<file path="config.mk">
export PLATFORM = sky130hd
export DESIGN_NAME = tmsw_regs
export DESIGN_NICKNAME = d
export VERILOG_FILES = /design/src/tmsw_pkg.sv /design/src/tmsw_regs.sv
export SDC_FILE = /design/constraint.sdc
export NUM_CORES = 1
export LEC_CHECK = 0
export BUFFER_PORTS_ARGS = -buffer_cell sky130_fd_sc_hd__buf_4
export CAP_MARGIN = 25
export CELL_PAD_IN_SITES_DETAIL_PLACEMENT = 1
export CELL_PAD_IN_SITES_GLOBAL_PLACEMENT = 2
export CORE_MARGIN = 5
export CORE_UTILIZATION = 12
export CTS_CLUSTER_DIAMETER = 40
export CTS_CLUSTER_SIZE = 10
export DETAILED_ROUTE_END_ITERATION = 8
export PLACE_DENSITY = 0.76
export SYNTH_ARGS = -nofsm -noshare
export SYNTH_HDL_FRONTEND = slang
export SYNTH_SLANG_ARGS = --single-unit
</file>
<file path="constraint.sdc">
create_clock -name clk -period 0.8 [get_ports clk]
set_input_delay 0.16 -clock clk [delete_from_list [all_inputs] [get_ports clk]]
set_output_delay 0.16 -clock clk [all_outputs]
set_load 0.005 [all_outputs]
</file>
<file path="src/tmsw_pkg.sv">
// ----------------------------------------------------------------------------
// tmsw_pkg
// Types and constants of the text-mode screen writer.
// ----------------------------------------------------------------------------
package tmsw_pkg;

	localparam int POS_W  = 11;
	localparam int CODE_W = 9;
	localparam int WORD_W = 16;
	localparam int ATTR_W = 8;
	localparam int CHAR_W = 8;

	localparam int APB_AW = 3;
	localparam int APB_DW = 32;

	localparam logic OP_PUT  = 1'b0;
	localparam logic OP_READ = 1'b1;

	localparam logic REG_ATTR = 1'b0;

	localparam logic [CODE_W-1:0] CODE_NEWLINE   = 9'd10;
	localparam logic [CODE_W-1:0] CODE_BACKSPACE = 9'h100;
	localparam logic [CHAR_W-1:0] BLANK_CHAR     = 8'h20;
	localparam logic [ATTR_W-1:0] ATTR_RESET     = 8'h07;

	typedef struct packed {
		logic              operation;
		logic [CODE_W-1:0] char_code;
		logic [POS_W-1:0]  cell_address;
	} cmd_t;

	typedef struct packed {
		logic [POS_W-1:0]  cursor_position;
		logic [WORD_W-1:0] cell_word;
	} rsp_t;

	typedef struct packed {
		logic advance;
		logic newline;
		logic backspace;
	} cur_op_t;

endpackage

</file>
<file path="src/tmsw_regs.sv">
// ----------------------------------------------------------------------------
// tmsw_regs
// APB register file: holds the text attribute byte.
// ----------------------------------------------------------------------------
module tmsw_regs (
	input  logic                         clk,
	input  logic                         arst_n,
	input  logic                         psel,
	input  logic                         penable,
	input  logic                         pwrite,
	input  logic                         reg_idx,
	input  logic [tmsw_pkg::APB_DW-1:0]  pwdata,
	output logic [tmsw_pkg::APB_DW-1:0]  prdata,
	output logic [tmsw_pkg::ATTR_W-1:0]  attr
);
	import tmsw_pkg::*;

	logic [ATTR_W-1:0] attr_q;
	logic              wr;

	assign wr = psel & penable & pwrite;

	always_ff @(posedge clk or negedge arst_n) begin
		if (!arst_n) begin
			attr_q <= ATTR_RESET;
		end else if (wr && reg_idx == REG_ATTR) begin
			attr_q <= pwdata[ATTR_W-1:0];
		end
	end

	assign prdata = (reg_idx == REG_ATTR) ? {{(APB_DW-ATTR_W){1'b0}}, attr_q} : '0;
	assign attr   = attr_q;

endmodule

</file>
# == Word-level counts from Yosys, hierarchy flattened ==
# Cells that the tools add are included.
# word_totals
reg_bits,8
elab_cells,6
# op_classes
reduce_logical,1
bitwise,3
mux,1
# op_table
op,count
two-way mux 8 bit,1
bitwise AND 1 bit,2
logical AND 1 bit,1
inverter 1 bit,1

# == Longest topological paths before layout ==
# logic_depth
ltp_word,3
depth_mapped,2
ltp_nobuf,2

# == Worst setup path before layout ==
# OpenSTA, ideal clock, no wires.
# synth_path
path_kind,register to output
from,reg attr_q[0] (netlist: attr[0])
to,out prdata[0] (netlist bit)
slack_ns,-0.017
arrival_time_ns,0.657
path_stages_with_launch,2
path_buffers,0
t_required_ns,0.640
cell_sequence,dfstp_2 and2b_2
# synth_between
elab_chain_len,1
# synth_rtl
element,line_no,source
from (decl),tmsw_regs.sv:18,logic [ATTR_W-1:0] attr_q;
from (signal assigned),tmsw_regs.sv:27,attr_q <= pwdata[ATTR_W-1:0];
two-way mux 8 bit,tmsw_regs.sv:31,"assign prdata = (reg_idx == REG_ATTR) ? {{(APB_DW-ATTR_W){1'b0}}, attr_q} : '0;"
to (decl),tmsw_regs.sv:13,"output logic [tmsw_pkg::APB_DW-1:0] prdata,"
# Every way passes these cells.

# == Worst setup path after layout ==
# layout_path
from,reg attr_q[2] (netlist: attr[2])
to,out prdata[2] (netlist bit)
# Same word-level chain as after synthesis.

==> qor.txt <==
Total GRT Usage: 5.432%
pin count of the biggest net entering global routing: 9
area grow syn2layout: 70.68%
final hold vios: 0
Seq/Total Area, Yosys: 35.67%
VDD IR-drop max: 0.0008484 V
Post-Place Setup Slack: -0.2077 ns
drt wl/cell: 11.36 um
met2 GRT Util: 10.02%
RSZ-0062 raised after global routing: yes
drt pass-1 iters: 2
Critical Path Sink Type: output pin
Max FO, Critical Path: 3
Root Driver: clkbuf_8
CTS clk-pin slew, worst paths: 0.05 ns
Most Crowded Layer GR: met2
share of cells above drive strength 1: 66.30%
DRT iter0 DRCs: 2
Setup TNS: -4.583 ns
Slowest cell on crit path: dfstp_2
antenna violations before repair: 0
hold crit path type: input port to register
Post-Syn Instances: 50
Final period util: 144.8%
first-pass GRT wire length: 2546 um
min setup slack post-route: -0.3582 ns
Synth Cell Area: 571.8 um2
GR Layer Usage met3: 3.515%
slowest stage delay, CP: 0.54 ns
largest area contributor in the netlist: buf_4
critical path required time: 0.64 ns
Worst-Skew Late Latency: 0.23 ns
DR DRC count: 0
met1 global-route usage: 5.227%
fin nets: 131
port bufs: 29
Leakage: 0.5093 nW
Final Core Density: 20.94%
Final GP Congestion: 0.6511
clk_skew: 0 ns
vias in the first global route: 493
Hold Path Origin: pwdata[7]
std cell rows: 25
Worst R2R Path Depth: 2
Reg-to-Reg End: attr[3]
Synth top area share: 31.51%
Worst EP arrival: 1.00 ns
# setup viols final: 18
Die H: 79.03 um
Yosys warning count: 0
flop-to-flop setup slack: -0.07 ns
violated checks: negative setup slack
DP HPWL: 1401 um
chip width: 79.03 um
max-cap violation count: 0
I/O pin total: 78
Core Region: 0.004661 mm2
outcome: finished, violations left
Overflow after GRT: 0
Yosys cell types: 7
Synth area leaders: buf_4 (32%), dfrtp_1 (22%), mux2_2 (16%)
Slew Viols, Final: 0
H-tree depth: 1
Clock Path Buffers: 2
crit path kind: register to output pin
die area: 0.006246 mm2
clk sinks: 8
Seq cells post-synth: 8
PwrDens: 1968 mW/mm2
WHS Path Cells: 2
via count: 434
CTS tree: done
fmax: 863.4 MHz
Via density: 2.973
reg2reg start: attr[3]
Hold EP: attr[7]
CTS Buf Count: 3
Initial Utilization: 12.27%
Cell Chain, Critical Path: and2b_2 -> buf_6
kind of start point of the critical path: register
max reg flops: 8
Routed Antenna Nets: 0
Ant. Diodes: 0
minimum clock period: 1.158 ns
syn avg cell area: 11.44 um2
Routed WL: 1659 um
[cells by family after synthesis]
family,synth area share (%)
other cells,0.6558
simple gates,16.41
mux,15.76
flops,35.67
buf+inv,31.51
[routing by layer]
metal / vias up / wire [um]
met1: 202 / 571
met4: 0 / 0
met2: 38 / 839
met5: - / 0
li1: 194 / -
met3: 0 / 249
[per-stage QoR]
stage / hold WS [ns] / area (um2) / total power [mW] / cells
floorplan: -0.1356 / 658.1 / 0.8448 / 73
global placement: -0.01072 / 800.8 / 1.139 / 137
detailed placement: -0.007616 / 800.8 / 1.170 / 137
CTS: 0.1533 / 960.9 / 1.923 / 146
global route: 0.1508 / 975.9 / 2.057 / 146
finish: 0.1584 / 975.9 / 1.921 / 146
[layout make-up]
class                   count  area (um2)
repair buffers             39       377.9
well taps                  54       67.56
clock buffers               4       45.04
flip-flops and latches      8       203.9
fillers                   542        3685
multi-input cells          41       281.5
[worst max-delay path, delay by kind of cell (launching register included)]
family | cells | cell delay [ns]
buf+inv | 1 | 0.09
flops | 1 | 0.54
simple gates | 1 | 0.15
[power breakdown]
part / total (mW) / internal [mW] / switching, mW
clock network: 0.525 / 0.347 / 0.178
logic: 0.803 / 0.567 / 0.236
registers: 0.593 / 0.521 / 0.0718
total: 1.92 / 1.44 / 0.486
[synthesized netlist by cell type]
library cell	n
buf_4	24
and2b_2	8
mux2_2	8
dfrtp_1	5
dfstp_2	3
conb_1	1
nand4b_4	1
[repair_timing]
item                                    CTS  global route
endpoints found under the hold margin     8             0
endpoints found under the setup margin   16            18
hold buffers                              1             0
setup buffers                             4             0
gates resized for setup                  20             4
[cells in the final DEF, fill, tap and decap left out, drive strengths merged]
cell type and count:
and2b 8, buf 38, mux2 8, dlygate4sd3 1, dfstp 3, dfrtp 5, nand4b 1, conb 24
clkbuf 4
[how the worst max path moves through the flow]
| stage | slack (ns) | start | endpoint | cells after the start |
|---|---|---|---|---|
| global route | -0.39 | attr[0] | prdata[0] | 2 |
| global placement | -0.18 | reg_idx | attr[5] | 3 |
| floorplan | -0.02 | attr[0] | prdata[0] | 1 |
| detailed placement | -0.21 | reg_idx | attr[3] | 3 |
| CTS | -0.36 | attr[1] | prdata[1] | 2 |
| finish | -0.36 | attr[2] | prdata[2] | 2 |
(Power assumes the default switching activity.)
