## src/tmsw_pkg.sv

```systemverilog
// ----------------------------------------------------------------------------
// tmsw_pkg
// Types and constants of the text-mode screen writer.
// ----------------------------------------------------------------------------
package tmsw_pkg;

	localparam int POS_W  = 11;
	localparam int CODE_W = 9;
	localparam int WORD_W = 16;
	localparam int ATTR_W = 8;
	localparam int CHAR_W = 8;

	localparam int APB_AW = 3;
	localparam int APB_DW = 32;

	localparam logic OP_PUT  = 1'b0;
	localparam logic OP_READ = 1'b1;

	localparam logic REG_ATTR = 1'b0;

	localparam logic [CODE_W-1:0] CODE_NEWLINE   = 9'd10;
	localparam logic [CODE_W-1:0] CODE_BACKSPACE = 9'h100;
	localparam logic [CHAR_W-1:0] BLANK_CHAR     = 8'h20;
	localparam logic [ATTR_W-1:0] ATTR_RESET     = 8'h07;

	typedef struct packed {
		logic              operation;
		logic [CODE_W-1:0] char_code;
		logic [POS_W-1:0]  cell_address;
	} cmd_t;

	typedef struct packed {
		logic [POS_W-1:0]  cursor_position;
		logic [WORD_W-1:0] cell_word;
	} rsp_t;

	typedef struct packed {
		logic advance;
		logic newline;
		logic backspace;
	} cur_op_t;

endpackage

```

## src/tmsw_cursor.sv

```systemverilog
// ----------------------------------------------------------------------------
// tmsw_cursor
// Cursor tracker: linear index plus row and column, with scroll detect.
// ----------------------------------------------------------------------------
module tmsw_cursor #(
	parameter int COLUMNS    = 80,
	parameter int SCROLL_ROW = 24,
	parameter int ADDR_W     = 11
) (
	input  logic                clk,
	input  logic                arst_n,
	input  tmsw_pkg::cur_op_t   op,
	output logic [ADDR_W-1:0]   cur,
	output logic                scroll
);
	import tmsw_pkg::*;

	localparam int COL_W = (COLUMNS > 1) ? $clog2(COLUMNS) : 1;
	localparam int ROW_W = $clog2(SCROLL_ROW + 1);
	localparam logic [COL_W-1:0]  COL_LAST = COL_W'(COLUMNS - 1);
	localparam logic [ADDR_W-1:0] COL_ADDR = ADDR_W'(COLUMNS);
	localparam logic [ROW_W-1:0]  ROW_WRAP = ROW_W'(SCROLL_ROW);

	logic [ADDR_W-1:0] cur_q, cur_n, cur_f;
	logic [ROW_W-1:0]  row_q, row_n, row_f;
	logic [COL_W-1:0]  col_q, col_n;

	always_comb begin
		cur_n = cur_q;
		row_n = row_q;
		col_n = col_q;
		if (op.newline) begin
			cur_n = cur_q + COL_ADDR - ADDR_W'(col_q);
			row_n = row_q + ROW_W'(1);
			col_n = '0;
		end else if (op.backspace) begin
			if (cur_q != '0) begin
				cur_n = cur_q - ADDR_W'(1);
				if (col_q == '0) begin
					col_n = COL_LAST;
					row_n = row_q - ROW_W'(1);
				end else begin
					col_n = col_q - COL_W'(1);
				end
			end
		end else if (op.advance) begin
			cur_n = cur_q + ADDR_W'(1);
			if (col_q == COL_LAST) begin
				col_n = '0;
				row_n = row_q + ROW_W'(1);
			end else begin
				col_n = col_q + COL_W'(1);
			end
		end
		scroll = (row_n == ROW_WRAP);
		cur_f  = scroll ? cur_n - COL_ADDR : cur_n;
		row_f  = scroll ? row_n - ROW_W'(1) : row_n;
	end

	always_ff @(posedge clk or negedge arst_n) begin
		if (!arst_n) begin
			cur_q <= '0;
			row_q <= '0;
			col_q <= '0;
		end else if (op.advance | op.newline | op.backspace) begin
			cur_q <= cur_f;
			row_q <= row_f;
			col_q <= col_n;
		end
	end

	assign cur = cur_q;

endmodule

```

## config.mk

```make
export PLATFORM = sky130hd
export DESIGN_NAME = tmsw_cursor
export DESIGN_NICKNAME = d
export VERILOG_FILES = /design/src/tmsw_pkg.sv /design/src/tmsw_cursor.sv
export SDC_FILE = /design/constraint.sdc
export NUM_CORES = 1
export LEC_CHECK = 0
export ABC_AREA = 1
export BUFFER_PORTS_ARGS = -buffer_cell sky130_fd_sc_hd__clkbuf_2
export CORE_MARGIN = 1
export CORE_UTILIZATION = 45
export DETAILED_ROUTE_END_ITERATION = 7
export MAX_ROUTING_LAYER = met4
export SETUP_SLACK_MARGIN = 0.02
export SLEW_MARGIN = 20
export SYNTH_ARGS = -nofsm -noshare
export SYNTH_HDL_FRONTEND = slang
export SYNTH_SLANG_ARGS = --single-unit
```

## constraint.sdc

```tcl
create_clock -name clk -period 4.3 [get_ports clk]
set_input_delay 0.86 -clock clk [delete_from_list [all_inputs] [get_ports clk]]
set_output_delay 0.86 -clock clk [all_outputs]
set_load 0.02 [all_outputs]
```

After elaboration in Yosys (flattened, before gate mapping)
Index checks and enable logic that the tools add are counted.
{"block": "op_classes", "n_bitwise": 2, "muxes": 18, "addsub": 10, "eq_ne": 3, "n_reduce_logical": 4}
{"operator": "$mux 11", "n": 5}
{"operator": "$mux 7", "n": 6}
{"operator": "$mux 5", "n": 7}
{"operator": "$add 11x1->11 const B", "n": 1}
{"operator": "$add 11x7->11 const B", "n": 1}
{"operator": "$reduce_bool 11->1", "n": 1}
{"operator": "$sub 11x1->11 const B", "n": 1}
{"operator": "$sub 11x7->11", "n": 1}
{"operator": "$sub 11x7->11 const B", "n": 1}
{"operator": "$sub 5x1->5 const B", "n": 2}
{"operator": "$add 7x1->7 const B", "n": 1}
{"operator": "$eq 7x7->1 const B", "n": 1}
{"operator": "$logic_not 7->1", "n": 1}
{"operator": "$sub 7x1->7 const B", "n": 1}
{"operator": "$add 5x1->5 const B", "n": 1}
{"operator": "$eq 5x5->1 const B", "n": 1}
{"operator": "$ne 3x1->1 const B", "n": 1}
{"operator": "$reduce_and 3->1", "n": 1}
{"operator": "$reduce_bool 3->1", "n": 1}
{"operator": "$or 1x1->1", "n": 2}
{"block": "totals", "in_bits": 5, "output_inout_bits": 12, "register_bits": 23}

Logic depth before layout (Yosys ltp)
Gate-level depths: netlist of run 1.
{"block": "depth", "word_depth": 7, "depth_mapped": 19, "mapped_depth_nobuf": 18}

Least setup slack after synthesis of run 1
No wires, ideal clock.
{"block": "synth_path", "path_type": "input -> output", "start": "input op[1] in the netlist's numbering", "end": "output scroll", "slack_ns": 0.907, "n_path_buf": 2, "path_stages": 14, "arrival_time_ns": 2.533, "cell_sequence": "buf_2 nor2_1 inv_2 nor2_2 inv_2 o21ai_4 inv_2 nand3_2 xor2_1 inv_1 ha_1 nand3_4 nor2_8 buf_8"}
{"block": "synth_via", "elab_chain_len": 2}
{"item": "from (decl)", "line_no": "tmsw_cursor.sv:12", "rtl": "input tmsw_pkg::cur_op_t op,"}
{"item": "$mux 5", "line_no": "tmsw_cursor.sv:32", "rtl": "if (op.newline) begin"}
{"item": "$eq 5x5->1", "line_no": "tmsw_cursor.sv:55", "rtl": "scroll = (row_n == ROW_WRAP);"}
{"item": "to (decl)", "line_no": "tmsw_cursor.sv:14", "rtl": "output logic scroll"}
No other way between the ends.

Worst setup path in the final report of run 1
{"block": "layout_path", "start": "input op[0] in the netlist's numbering", "end": "output scroll"}
{"block": "layout_via", "elab_chain_len": 3}
{"item": "$mux 5", "line_no": "tmsw_cursor.sv:36", "rtl": "end else if (op.backspace) begin"}
{"item": "$mux 5", "line_no": "tmsw_cursor.sv:32"}
{"item": "$eq 5x5->1", "line_no": "tmsw_cursor.sv:55"}
No other way between the ends.

==> key figures, run 1 <==
Outcome
  • Outcome: completed

Clocking
  • Hold buffers post-CTS: 0
  • Worst skew pair latency: 0.27 ns
  • H-tree levels: 1
  • Resize count post-CTS: 0
  • CTS Root Cell: clkbuf_8
  • Register clock-pin slew on the reported worst setup and hold paths: 0.09 ns
  • CTS tree: yes
  • Max Buffers Root-to-Sink: 2
  • CTS sink cnt: 23
  • CTS Buf Count: 3
  • Post CTS Setup Buffer Count: 0

STA
  • Post-layout minimum cycle time: 3.985 ns
  • Tcrit/Tclk final: 92.68%
  • Final Skew: 0.008148 ns
  • Worst-margin pin slew: 0.6276 ns
  • Highest clock rate: 0.2509 GHz
  • Final Worst Setup Slack: 0.3148 ns
  • RSZ-0062 raised after global routing: false
  • Final setup TNS: 0 ns
  • Final hold vios: 0
  • Final Setup Violations: 0
  • Max Slew Vio Count: 0
  • Worst rel slew slack: 58.16%

Power
  • Net Sw Frac: 58.75%
  • Peak VDD IR: 324.1 uV
  • Seq pwr share: 19.0%
  • Pwr/cell area: 829.2 nW/um^2
  • LEAKAGE: 1.636 nW
  • Cell internal pwr: 1.111 mW
  • Sw Pwr: 1.583 mW
  • Clock power frac: 5.3%
  • Total Power: 2.694 mW
  • Comb power frac: 75.6%

Cells and area
  • Finished Cell Area: 3249 um^2
  • Layout area overhead: 5.655%
  • Final nets: 526
  • Fin cells: 566
  • Diodes inserted: 0
  • Layout cells sized above 1: 11.86%

Synthesis
  • Mapped Avg Cell Area: 6.447 um^2
  • Syn_nets: 513
  • Async SR Flop Fraction: 100.0%
  • Most common flop cell mapped by yosys: dfrtp_1
  • Synthesis-stage register bit count: 23
  • Post-synthesis instance area: 3075 um^2
  • Post-synth EDFFs: 0
  • Yosys warnings: 0
  • Register area share after synthesis: 18.71%
  • Cells after Synth: 477
  • Synth cell types: 45

Floorplan
  • Core Rows: 29
  • Ports: 17
  • Chip Height: 84.67 um
  • Initial core utilization: 47.62%
  • Die area: 7169 um^2
  • Core box area: 6459 um^2
  • Die W: 84.67 um

Route
  • DRC: 0
  • First DRT Iteration DRCs: 183
  • DRT Pass-1 Iters: 5
  • Final ANT Viol Nets: 0
  • Routed wire length per instance: 14.43 um
  • Vias per cell: 5.452
  • Via count: 3086
  • Detailed Route WL: 8166 um

Setup path
  • CP arrival: 3.13 ns
  • Critical Path RT: 3.44 ns
  • Worst R2R End: row_q[1]$_DFFE_PN0P_
  • Worst Setup EP: scroll
  • CP Capture Type: output port
  • Startpoint type of the worst setup path: input port
  • R2R Setup Slk: 1.28 ns
  • Reg2Reg Depth: 16
  • Worst r2r src: cur[0]$_DFFE_PN0P_
  • WS Path Type: input port to output port
  • Critical Path Source: op[0]
  • Crit path max fanout: 18

Placed design
  • Pre-CTS setup slack: 0.3114 ns
  • Port-buffer cells: 16
  • Hpwl dp: 6482 um
  • Cells after DPL: 562
  • RD Place Congestion: 0.9321
  • Post-place instance area: 3204 um^2

Global route
  • Gr usage total: 25.91%
  • Grt ovf: 0
  • Antenna violations before repair: 0
  • Global-route wire length before repair: 14490 um
  • Vias in the first global route: 3086
  • Largest net degree at the start of global routing: 24

Flow run
  • Max Cap Viol: 0

Min path
  • Worst hold path type: input port to async pin
## logic make-up (layout without fill, tap and decap cells)
logic type / after synthesis / in the layout / share of synthesized area [%]
fa+ha+maj: 31 / 31 / 12.86
simple gates: 264 / 264 / 40.32
compound gates: 69 / 69 / 13.30
buf+inv: 73 / 85 / 9.967
xor+xnor: 17 / 17 / 4.842
flops: 23 / 23 / 18.71
## stage by stage
step                utilization [%]  hold WS (ns)
finish                        50.31        0.5832
global route                  50.31        0.6319
CTS                           50.31        0.6132
detailed placement            49.61        0.6060
global placement              49.61        0.5914
floorplan                         -        0.5548
## layout by cell type, fill, tap and decap left out, types with 2 or more instances in the layout
cell type	synthesis	final
nand3_1	63	63
nor2_1	36	36
a21oi_2	3	3
nand2_1	127	127
ha_1	30	30
nand3_4	3	3
nor2_4	4	4
nand4_1	7	7
buf_4	0	4
nor3_1	7	7
dfrtp_1	23	23
o21ai_1	6	6
clkbuf_2	0	16
clkbuf_8	0	3
xnor2_1	2	2
inv_2	8	8
nor2_2	5	5
xor2_1	15	15
o21ai_0	27	27
nand2_2	6	6
a21oi_1	16	16
inv_1	52	52
o211ai_1	2	2
a31oi_1	3	3
## state kept, by name, indices dropped and copies added (netlist names)
signal  cells
col_q       7
cur        11
row_q       5
## worst min path at each step
stage,startpoint,endpoint,slack (ns),cells past startpoint
floorplan,col_q[6]$_DFFE_PN0P_,col_q[6]$_DFFE_PN0P_,0.55,2
global placement,cur[9]$_DFFE_PN0P_,cur[9]$_DFFE_PN0P_,0.59,2
detailed placement,cur[0]$_DFFE_PN0P_,cur[0]$_DFFE_PN0P_,0.61,2
CTS,arst_n,col_q[1]$_DFFE_PN0P_,0.61,1
global route,arst_n,col_q[1]$_DFFE_PN0P_,0.63,1
finish,arst_n,col_q[1]$_DFFE_PN0P_,0.58,1
## power by group through the flow
stage	clock, mW	sequential, mW	combinational [mW]
after floorplan	0	0.508	1.57
after global placement	0	0.514	2.02
after detailed placement	0	0.516	2.03
after CTS	0.148	0.511	2.05
after global routing	0.159	0.536	2.36
final	0.144	0.512	2.04
## synth_stat cells (all sizes together), types with 4 or more instances
| cell | instances | area, um^2 |
|---|---|---|
| a21oi | 19 | 106.4 |
| buf | 8 | 62.55 |
| clkbuf | 4 | 15.01 |
| dfrtp | 23 | 575.6 |
| ha | 30 | 375.4 |
| inv | 60 | 225.2 |
| nand2 | 134 | 525.5 |
| nand3 | 67 | 377.9 |
| nand4 | 8 | 56.30 |
| nor2 | 46 | 231.5 |
| nor3 | 7 | 35.03 |
| o21ai | 34 | 181.4 |
| xor2 | 15 | 131.4 |
## metal layers
metal / vias to the layer above / part of all wire (%) / GRT usage, % / routed length [um]
li1: 1597 / - / - / -
met1: 1406 / 46 / 32.13 / 3779
met2: 69 / 48 / 44.94 / 3909
met3: 14 / 3.9 / 2.262 / 319
met4: 0 / 1.9 / 7.396 / 157
met5: - / 0 / - / 0
## layout make-up
class / instances / area [um^2]
inverter: 61 / 229.0
multi-input combinational: 381 / 2193
fill: 675 / 3209
tap: 77 / 96.34
clock buffer: 4 / 45.04
timing repair buffer: 20 / 110.1
sequential: 23 / 575.6
## critical path: stages
cell	delay [ns]
clkbuf_2	0.28
inv_1	0.12
nor2_2	0.22
inv_2	0.11
o21ai_4	0.29
inv_2	0.14
nand3_2	0.11
xor2_1	0.08
inv_1	0.12
ha_1	0.20
nand3_4	0.12
nor2_8	0.25
clkbuf_2	0.21
Power figures use the tool's default switching activity.
==> run 2: changes to the inputs <==
--- a/config.mk
+++ b/config.mk
@@ -8,7 +8,7 @@
 export ABC_AREA = 1
 export BUFFER_PORTS_ARGS = -buffer_cell sky130_fd_sc_hd__clkbuf_2
 export CORE_MARGIN = 1
-export CORE_UTILIZATION = 45
+export CORE_UTILIZATION = 37
 export DETAILED_ROUTE_END_ITERATION = 7
 export MAX_ROUTING_LAYER = met4
 export SETUP_SLACK_MARGIN = 0.02
==> constraint.sdc (replaced) <==
create_clock -name clk -period 4 [get_ports clk]
set_input_delay 0.8 -clock clk [delete_from_list [all_inputs] [get_ports clk]]
set_output_delay 0.8 -clock clk [all_outputs]
set_load 0.02 [all_outputs]
==> key figures, run 2 (synthesis gave the netlist of run 1 again) <==
Setup path
  • Crit path max fanout: 12 (-6)
  • Crit path cell chain: inv_1 -> ha_1 -> nand2_1 -> nor2_1 -> nand3_4 -> o21ai_4 -> inv_2 -> nand3_2 -> xor2_1 -> inv_1 -> ha_1 -> nand3_4 -> nor2_8 -> clkbuf_2
  • CP arrival: 2.90 ns (-0.23 ns)
  • Critical Path RT: 3.20 ns (-0.24 ns)
  • Crit path buf inv count: 4 (-2)
  • Critical Path Slowest Stage Cell: dfrtp_1
  • Startpoint type of the worst setup path: flip-flop
  • CP Capture Type: output port
  • WS Path Type: flip-flop to output port
  • Worst stage delay on the critical path: 0.44 ns (+0.15 ns)
  • Critical path's top delay family: simple AND/OR/NAND/NOR gates

Clocking
  • Worst skew pair latency: 0.28 ns (about the same)
  • H-tree levels: 1 (unchanged)
  • CTS Root Cell: clkbuf_8
  • Register clock-pin slew on the reported worst setup and hold paths: 0.10 ns (about the same)
  • Max Buffers Root-to-Sink: 2 (unchanged)
  • CTS tree: yes
  • CTS Buf Count: 3 (unchanged)
  • CTS sink cnt: 23 (unchanged)

Flow run
  • Max Cap Viol: 0 (unchanged)

Placed design
  • Cells after DPL: 592 (+5.3%)
  • Hpwl dp: 6597 um (+1.8%)
  • RD Place Congestion: 0.9565 (+2.6%)
  • Port-buffer cells: 16 (unchanged)

STA
  • Final setup TNS: 0 ns (unchanged)
  • Highest clock rate: 0.2703 GHz
  • RSZ-0062 raised after global routing: false
  • Final Skew: 0.006824 ns (-0.001325 ns)
  • Tcrit/Tclk final: 92.48%
  • Worst-margin pin slew: 0.6431 ns (+0.01551 ns)
  • Max Slew Vio Count: 0 (unchanged)
  • Post-layout minimum cycle time: 3.699 ns
  • Worst rel slew slack: 57.13% (-1.0 points)
  • Final hold vios: 0 (unchanged)
  • Final Setup Violations: 0 (unchanged)

Route
  • Detailed Route WL: 8349 um (+2.2%)
  • Via count: 3094 (+0.26%)
  • DRC: 0 (unchanged)
  • Routed wire length per instance: 13.87 um (-3.9%)
  • Final ANT Viol Nets: 0 (unchanged)
  • DRT Pass-1 Iters: 4 (-1)
  • Vias per cell: 5.140 (-5.7%)
  • First DRT Iteration DRCs: 181 (-1.1%)

Power
  • Peak VDD IR: 277.5 uV (-14%)
  • LEAKAGE: 1.692 nW (+3.4%)
  • Pwr/cell area: 871.5 nW/um^2 (+5.1%)
  • Total Power: 2.934 mW (+8.9%)

Floorplan
  • Chip Height: 93.17 um (+10%)
  • Core Rows: 32 (+10%)
  • Core box area: 7888 um^2 (+22%)
  • Initial core utilization: 38.99% (-8.6 points)
  • Ports: 17 (unchanged)
  • Die W: 93.17 um (+10%)
  • Die area: 8681 um^2 (+21%)

Global route
  • Grt ovf: 0 (unchanged)
  • Gr usage total: 21.57% (-4.3 points)
  • Largest net degree at the start of global routing: 24 (unchanged)
  • Global-route wire length before repair: 14350 um (-1.0%)
  • Antenna violations before repair: 0 (unchanged)
  • Vias in the first global route: 2978 (-3.5%)

Cells and area
  • Commonest non-fill, non-tap cell in the layout: nand2_1
  • # fillers: 823 (+22%)
  • Max FFs per register: 11 (unchanged)
  • Register area: 575.6 um^2 (unchanged)
  • Layout area overhead: 9.479%
  • Layout cells sized above 1: 14.00% (+2.1 points)
  • Commonest non-fill, non-tap cells in the layout: 127 x nand2_1, 63 x nand3_1, 52 x inv_1, 36 x nor2_1, 30 x ha_1
  • Area of the multi-input gates: 2193 um^2 (unchanged)
  • Final nets: 537 (+2.1%)
  • Final core utilization: 42.69% (-7.6 points)
  • Fin cells: 602 (+6.4%)
  • Diodes inserted: 0 (unchanged)

Min path
  • Worst hold path type: input port to async pin

Outcome
  • Outcome: completed
run 2: cell count changes in the layout (fill, tap and decap cells not counted):
cell / delta
clkinvlp_4: +1
clkbuf_1: -1
buf_4: +11
run 2: path summary, 6_finish.rpt:
path                                     from                  to  slack (ns)  cells after the start
max                        cur[0]$_DFFE_PN0P_              scroll        0.30                     14
min                                    arst_n  cur[4]$_DFFE_PN0P_        0.53                      1
max reg2reg                cur[0]$_DFFE_PN0P_  cur[8]$_DFFE_PN0P_        1.08                     18
min reg2reg                cur[5]$_DFFE_PN0P_  cur[5]$_DFFE_PN0P_        0.60                      2
max in group asynchronous              arst_n  cur[0]$_DFFE_PN0P_        3.05                      1
min in group clk           cur[5]$_DFFE_PN0P_  cur[5]$_DFFE_PN0P_        0.60                      2
run 2: through the flow:
step	hold WS [ns]	area, um^2	worst slack, ns
finish	0.5278	3367	0.3009
global route	0.5805	3367	0.02856
CTS	0.5391	3322	0.09553
detailed placement	0.5733	3273	0.2706
global placement	0.5614	3273	0.3916
floorplan	0.5044	3075	0.7274
run 2: routing by layer:
metal | up-vias | part of all wire (%) | track usage, %
met5 | - | 0 | -
met4 | 0 | 2.0 | 6.282
met3 | 14 | 3.5 | 2.276
met2 | 55 | 47 | 35.42
met1 | 1407 | 48 | 28.08
li1 | 1618 | - | -
run 2: final cells by class:
cell class	instances	share of cell area, %
Timing Repair Buffer	31	5.723
Inverter	61	6.800
Sequential cell	23	17.09
Tap cell	102	3.790
Clock inverter	1	0.2230
Clock buffer	3	1.226
Multi-Input combinational cell	381	65.14
run 2: worst reg2reg max path, cell delays in order, from the launching register on:
cell and delay [ns]:
dfrtp_1 0.44, inv_1 0.15, ha_1 0.26, nand2_1 0.07
nor2_1 0.18, nand3_4 0.17, o21ai_4 0.22, inv_2 0.11
nand3_2 0.11, xor2_1 0.20, inv_1 0.12, ha_1 0.22
nand3_4 0.12, nor2_8 0.07, buf_4 0.15, nand3_1 0.07
nand2_1 0.05, nand3_1 0.07, nand2_1 0.05
run 2: where the power goes:
part | internal (mW) | switching, mW
Combinational | 0.811 | 1.43
Sequential | 0.341 | 0.185
Clock | 0.0708 | 0.0913
run 2: repair_timing:
item / 4_1_cts / 5_1_grt
gates resized for setup: 0 / 0
endpoints found under the hold margin: 0 / 0
hold buffers: 0 / 0
endpoints found under the setup margin: 0 / 1
setup buffers: 0 / 6
==> run 3: changes to the inputs <==
--- a/config.mk
+++ b/config.mk
@@ -11,6 +11,7 @@
 export CORE_UTILIZATION = 37
 export DETAILED_ROUTE_END_ITERATION = 7
 export MAX_ROUTING_LAYER = met4
+export RECOVER_POWER = 25
 export SETUP_SLACK_MARGIN = 0.02
 export SLEW_MARGIN = 20
 export SYNTH_ARGS = -nofsm -noshare
==> key figures, run 3 (synthesis gave the netlist of run 1 again) <==
Outcome
  • Outcome: completed

Power
  • Cell internal pwr: 1.223 mW (about the same)
  • Sw Pwr: 1.711 mW (about the same)
  • Peak VDD IR: 277.5 uV (about the same)
  • Comb power frac: 76.5% (about the same)
  • LEAKAGE: 1.689 nW (-0.18%)
  • Net Sw Frac: 58.32% (about the same)
  • Clock power frac: 5.5% (about the same)
  • Total Power: 2.934 mW (about the same)
  • Seq pwr share: 17.9% (about the same)
  • Pwr/cell area: 871.7 nW/um^2 (about the same)

Setup path
  • Critical path's top delay family: simple AND/OR/NAND/NOR gates
  • CP Capture Type: output port
  • Crit path cell chain: inv_1 -> ha_1 -> nand2_1 -> nor2_1 -> nand3_4 -> o21ai_4 -> inv_2 -> nand3_2 -> xor2_1 -> inv_1 -> ha_1 -> nand3_4 -> nor2_8 -> clkbuf_2
  • Critical Path Source: cur[0]$_DFFE_PN0P_
  • Crit path buf inv count: 4 (unchanged)
  • CP arrival: 2.90 ns (about the same)
  • Critical Path RT: 3.20 ns (about the same)
  • Startpoint type of the worst setup path: flip-flop
  • WS Path Type: flip-flop to output port
  • Worst R2R End: cur[8]$_DFFE_PN0P_
  • Crit path max fanout: 12 (unchanged)
  • R2R Setup Slk: 1.08 ns (about the same)
  • Worst r2r src: cur[0]$_DFFE_PN0P_
  • Critical Path Slowest Stage Cell: dfrtp_1
  • Reg2Reg Depth: 18 (unchanged)
  • Worst stage delay on the critical path: 0.44 ns (about the same)

STA
  • Final Worst Setup Slack: 0.3009 ns (unchanged)
  • Final Setup Violations: 0 (unchanged)
  • Final hold vios: 0 (unchanged)
  • Worst rel slew slack: 8.199% (-49 points)
  • Post-layout minimum cycle time: 3.699 ns (unchanged)
  • RSZ-0062 raised after global routing: false
  • Final setup TNS: 0 ns (unchanged)
  • Tcrit/Tclk final: 92.48% (unchanged)
  • Max Slew Vio Count: 0 (unchanged)
  • Worst-margin pin slew: 1.377 ns (+0.7339 ns)
  • Final Skew: 0.006824 ns (unchanged)
  • Highest clock rate: 0.2703 GHz (unchanged)

Cells and area
  • Layout area overhead: 9.439% (about the same)
  • Commonest non-fill, non-tap cell in the layout: nand2_1
  • Layout cells sized above 1: 13.80% (-0.20 points)
  • Commonest non-fill, non-tap cells in the layout: 127 x nand2_1, 63 x nand3_1, 52 x inv_1, 36 x nor2_1, 30 x ha_1
  • Max FFs per register: 11 (unchanged)
  • Final nets: 537 (unchanged)
  • # fillers: 821 (-0.24%)
  • Fin cells: 602 (unchanged)
  • Finished Cell Area: 3366 um^2 (about the same)
  • Diodes inserted: 0 (unchanged)

Min path
  • Hold Path Depth: 2
  • Min-delay src: cur[5]$_DFFE_PN0P_
  • Worst Hold Endpoint: cur[5]$_DFFE_PN0P_
  • Worst hold path type: flip-flop to flip-flop

Floorplan
  • Core Rows: 32 (unchanged)
  • Initial core utilization: 38.99% (unchanged)
  • Die area: 8681 um^2 (unchanged)
  • Ports: 17 (unchanged)
  • Core box area: 7888 um^2 (unchanged)
  • Chip Height: 93.17 um (unchanged)
  • Die W: 93.17 um (unchanged)

Global route
  • Gr usage total: 21.57% (unchanged)
  • Global-route wire length before repair: 14350 um (unchanged)
  • Vias in the first global route: 2978 (unchanged)
  • Antenna violations before repair: 0 (unchanged)
  • Largest net degree at the start of global routing: 24 (unchanged)
  • Grt ovf: 0 (unchanged)

Route
  • First DRT Iteration DRCs: 181 (unchanged)
  • Vias per cell: 5.140 (unchanged)
  • Routed wire length per instance: 13.87 um (about the same)
  • DRC: 0 (unchanged)
  • Detailed Route WL: 8351 um (about the same)
  • DRT Pass-1 Iters: 4 (unchanged)
  • Final ANT Viol Nets: 0 (unchanged)
  • Via count: 3094 (unchanged)

Clocking
  • CTS Buf Count: 3 (unchanged)
  • Worst skew pair latency: 0.28 ns (about the same)
  • Register clock-pin slew on the reported worst setup and hold paths: 0.10 ns (about the same)
  • Max Buffers Root-to-Sink: 2 (unchanged)
  • CTS sink cnt: 23 (unchanged)
  • CTS tree: yes
  • CTS Root Cell: clkbuf_8
  • Hold buffers post-CTS: 0 (unchanged)
  • H-tree levels: 1 (unchanged)

Placed design
  • Port-buffer cells: 16 (unchanged)
  • RD Place Congestion: 0.9565 (unchanged)
  • Cells after DPL: 592 (unchanged)
  • Post-place instance area: 3273 um^2 (unchanged)
  • Pre-CTS setup slack: 0.2706 ns (unchanged)
  • Hpwl dp: 6597 um (unchanged)

Flow run
  • Max Cap Viol: 0 (unchanged)
## run 3: cell types whose count changed in the layout (fill, tap and decap cells not counted)
| cell | before | now |
|---|---|---|
| clkbuf_1 | 0 | 1 |
| clkbuf_2 | 16 | 15 |
## run 3: cell type report
class,instances,area [um^2],area share [%]
Sequential cell,23,575.6,17.10
Timing Repair Buffer,31,191.4,5.688
Inverter,61,229.0,6.803
Multi-Input combinational cell,381,2193,65.17
Clock inverter,1,7.507,0.2230
Clock buffer,3,41.29,1.227
Tap cell,102,127.6,3.792
## run 3: metrics by stage
step | hold WS [ns] | util [%]
floorplan | 0.5044 | -
global placement | 0.5614 | 41.50
global route | 0.6387 | 42.67
CTS | 0.5391 | 42.12
detailed placement | 0.5733 | 41.50
finish | 0.5961 | 42.67
## run 3: repair_timing
item / in CTS / in global routing
hold endpoints to repair: 0 / 0
setup buffers: 0 / 6
endpoints found under the setup margin: 0 / 1
resized for setup: 0 / 0
## run 3: worst register-to-register path: stages, from the launching register on
cell and delay [ns]:
dfrtp_1 0.44, inv_1 0.15, ha_1 0.26, nand2_1 0.07
nor2_1 0.18, nand3_4 0.17, o21ai_4 0.22, inv_2 0.11
nand3_2 0.11, xor2_1 0.20, inv_1 0.12, ha_1 0.22
nand3_4 0.12, nor2_8 0.07, buf_4 0.15, nand3_1 0.07
nand2_1 0.05, nand3_1 0.07, nand2_1 0.05
## run 3: how the worst max path moves through the flow
| stage | to | slack, ns | cells past startpoint |
|---|---|---|---|
| after floorplan | scroll | 0.73 | 14 |
| after global placement | scroll | 0.39 | 13 |
| after detailed placement | scroll | 0.27 | 13 |
| after CTS | scroll | 0.1 | 14 |
| after global routing | scroll | 0.03 | 14 |
| final | scroll | 0.30 | 14 |
## run 3: power by group through the flow
stage               Sequential, mW  Clock [mW]  Combinational (mW)
floorplan                    0.546           0                1.68
global placement             0.525           0                2.21
detailed placement           0.531           0                2.20
CTS                          0.525       0.172                2.23
global route                 0.549       0.178                2.60
finish                       0.526       0.162                2.25
## run 3: layer usage
| metal | vias to the layer above | part of all wire (%) | global-route usage, % |
|---|---|---|---|
| met2 | 55 | 47 | 35.42 |
| met5 | - | 0 | - |
| met4 | 0 | 2.0 | 6.282 |
| li1 | 1618 | - | - |
| met1 | 1407 | 48 | 28.08 |
| met3 | 14 | 3.5 | 2.276 |
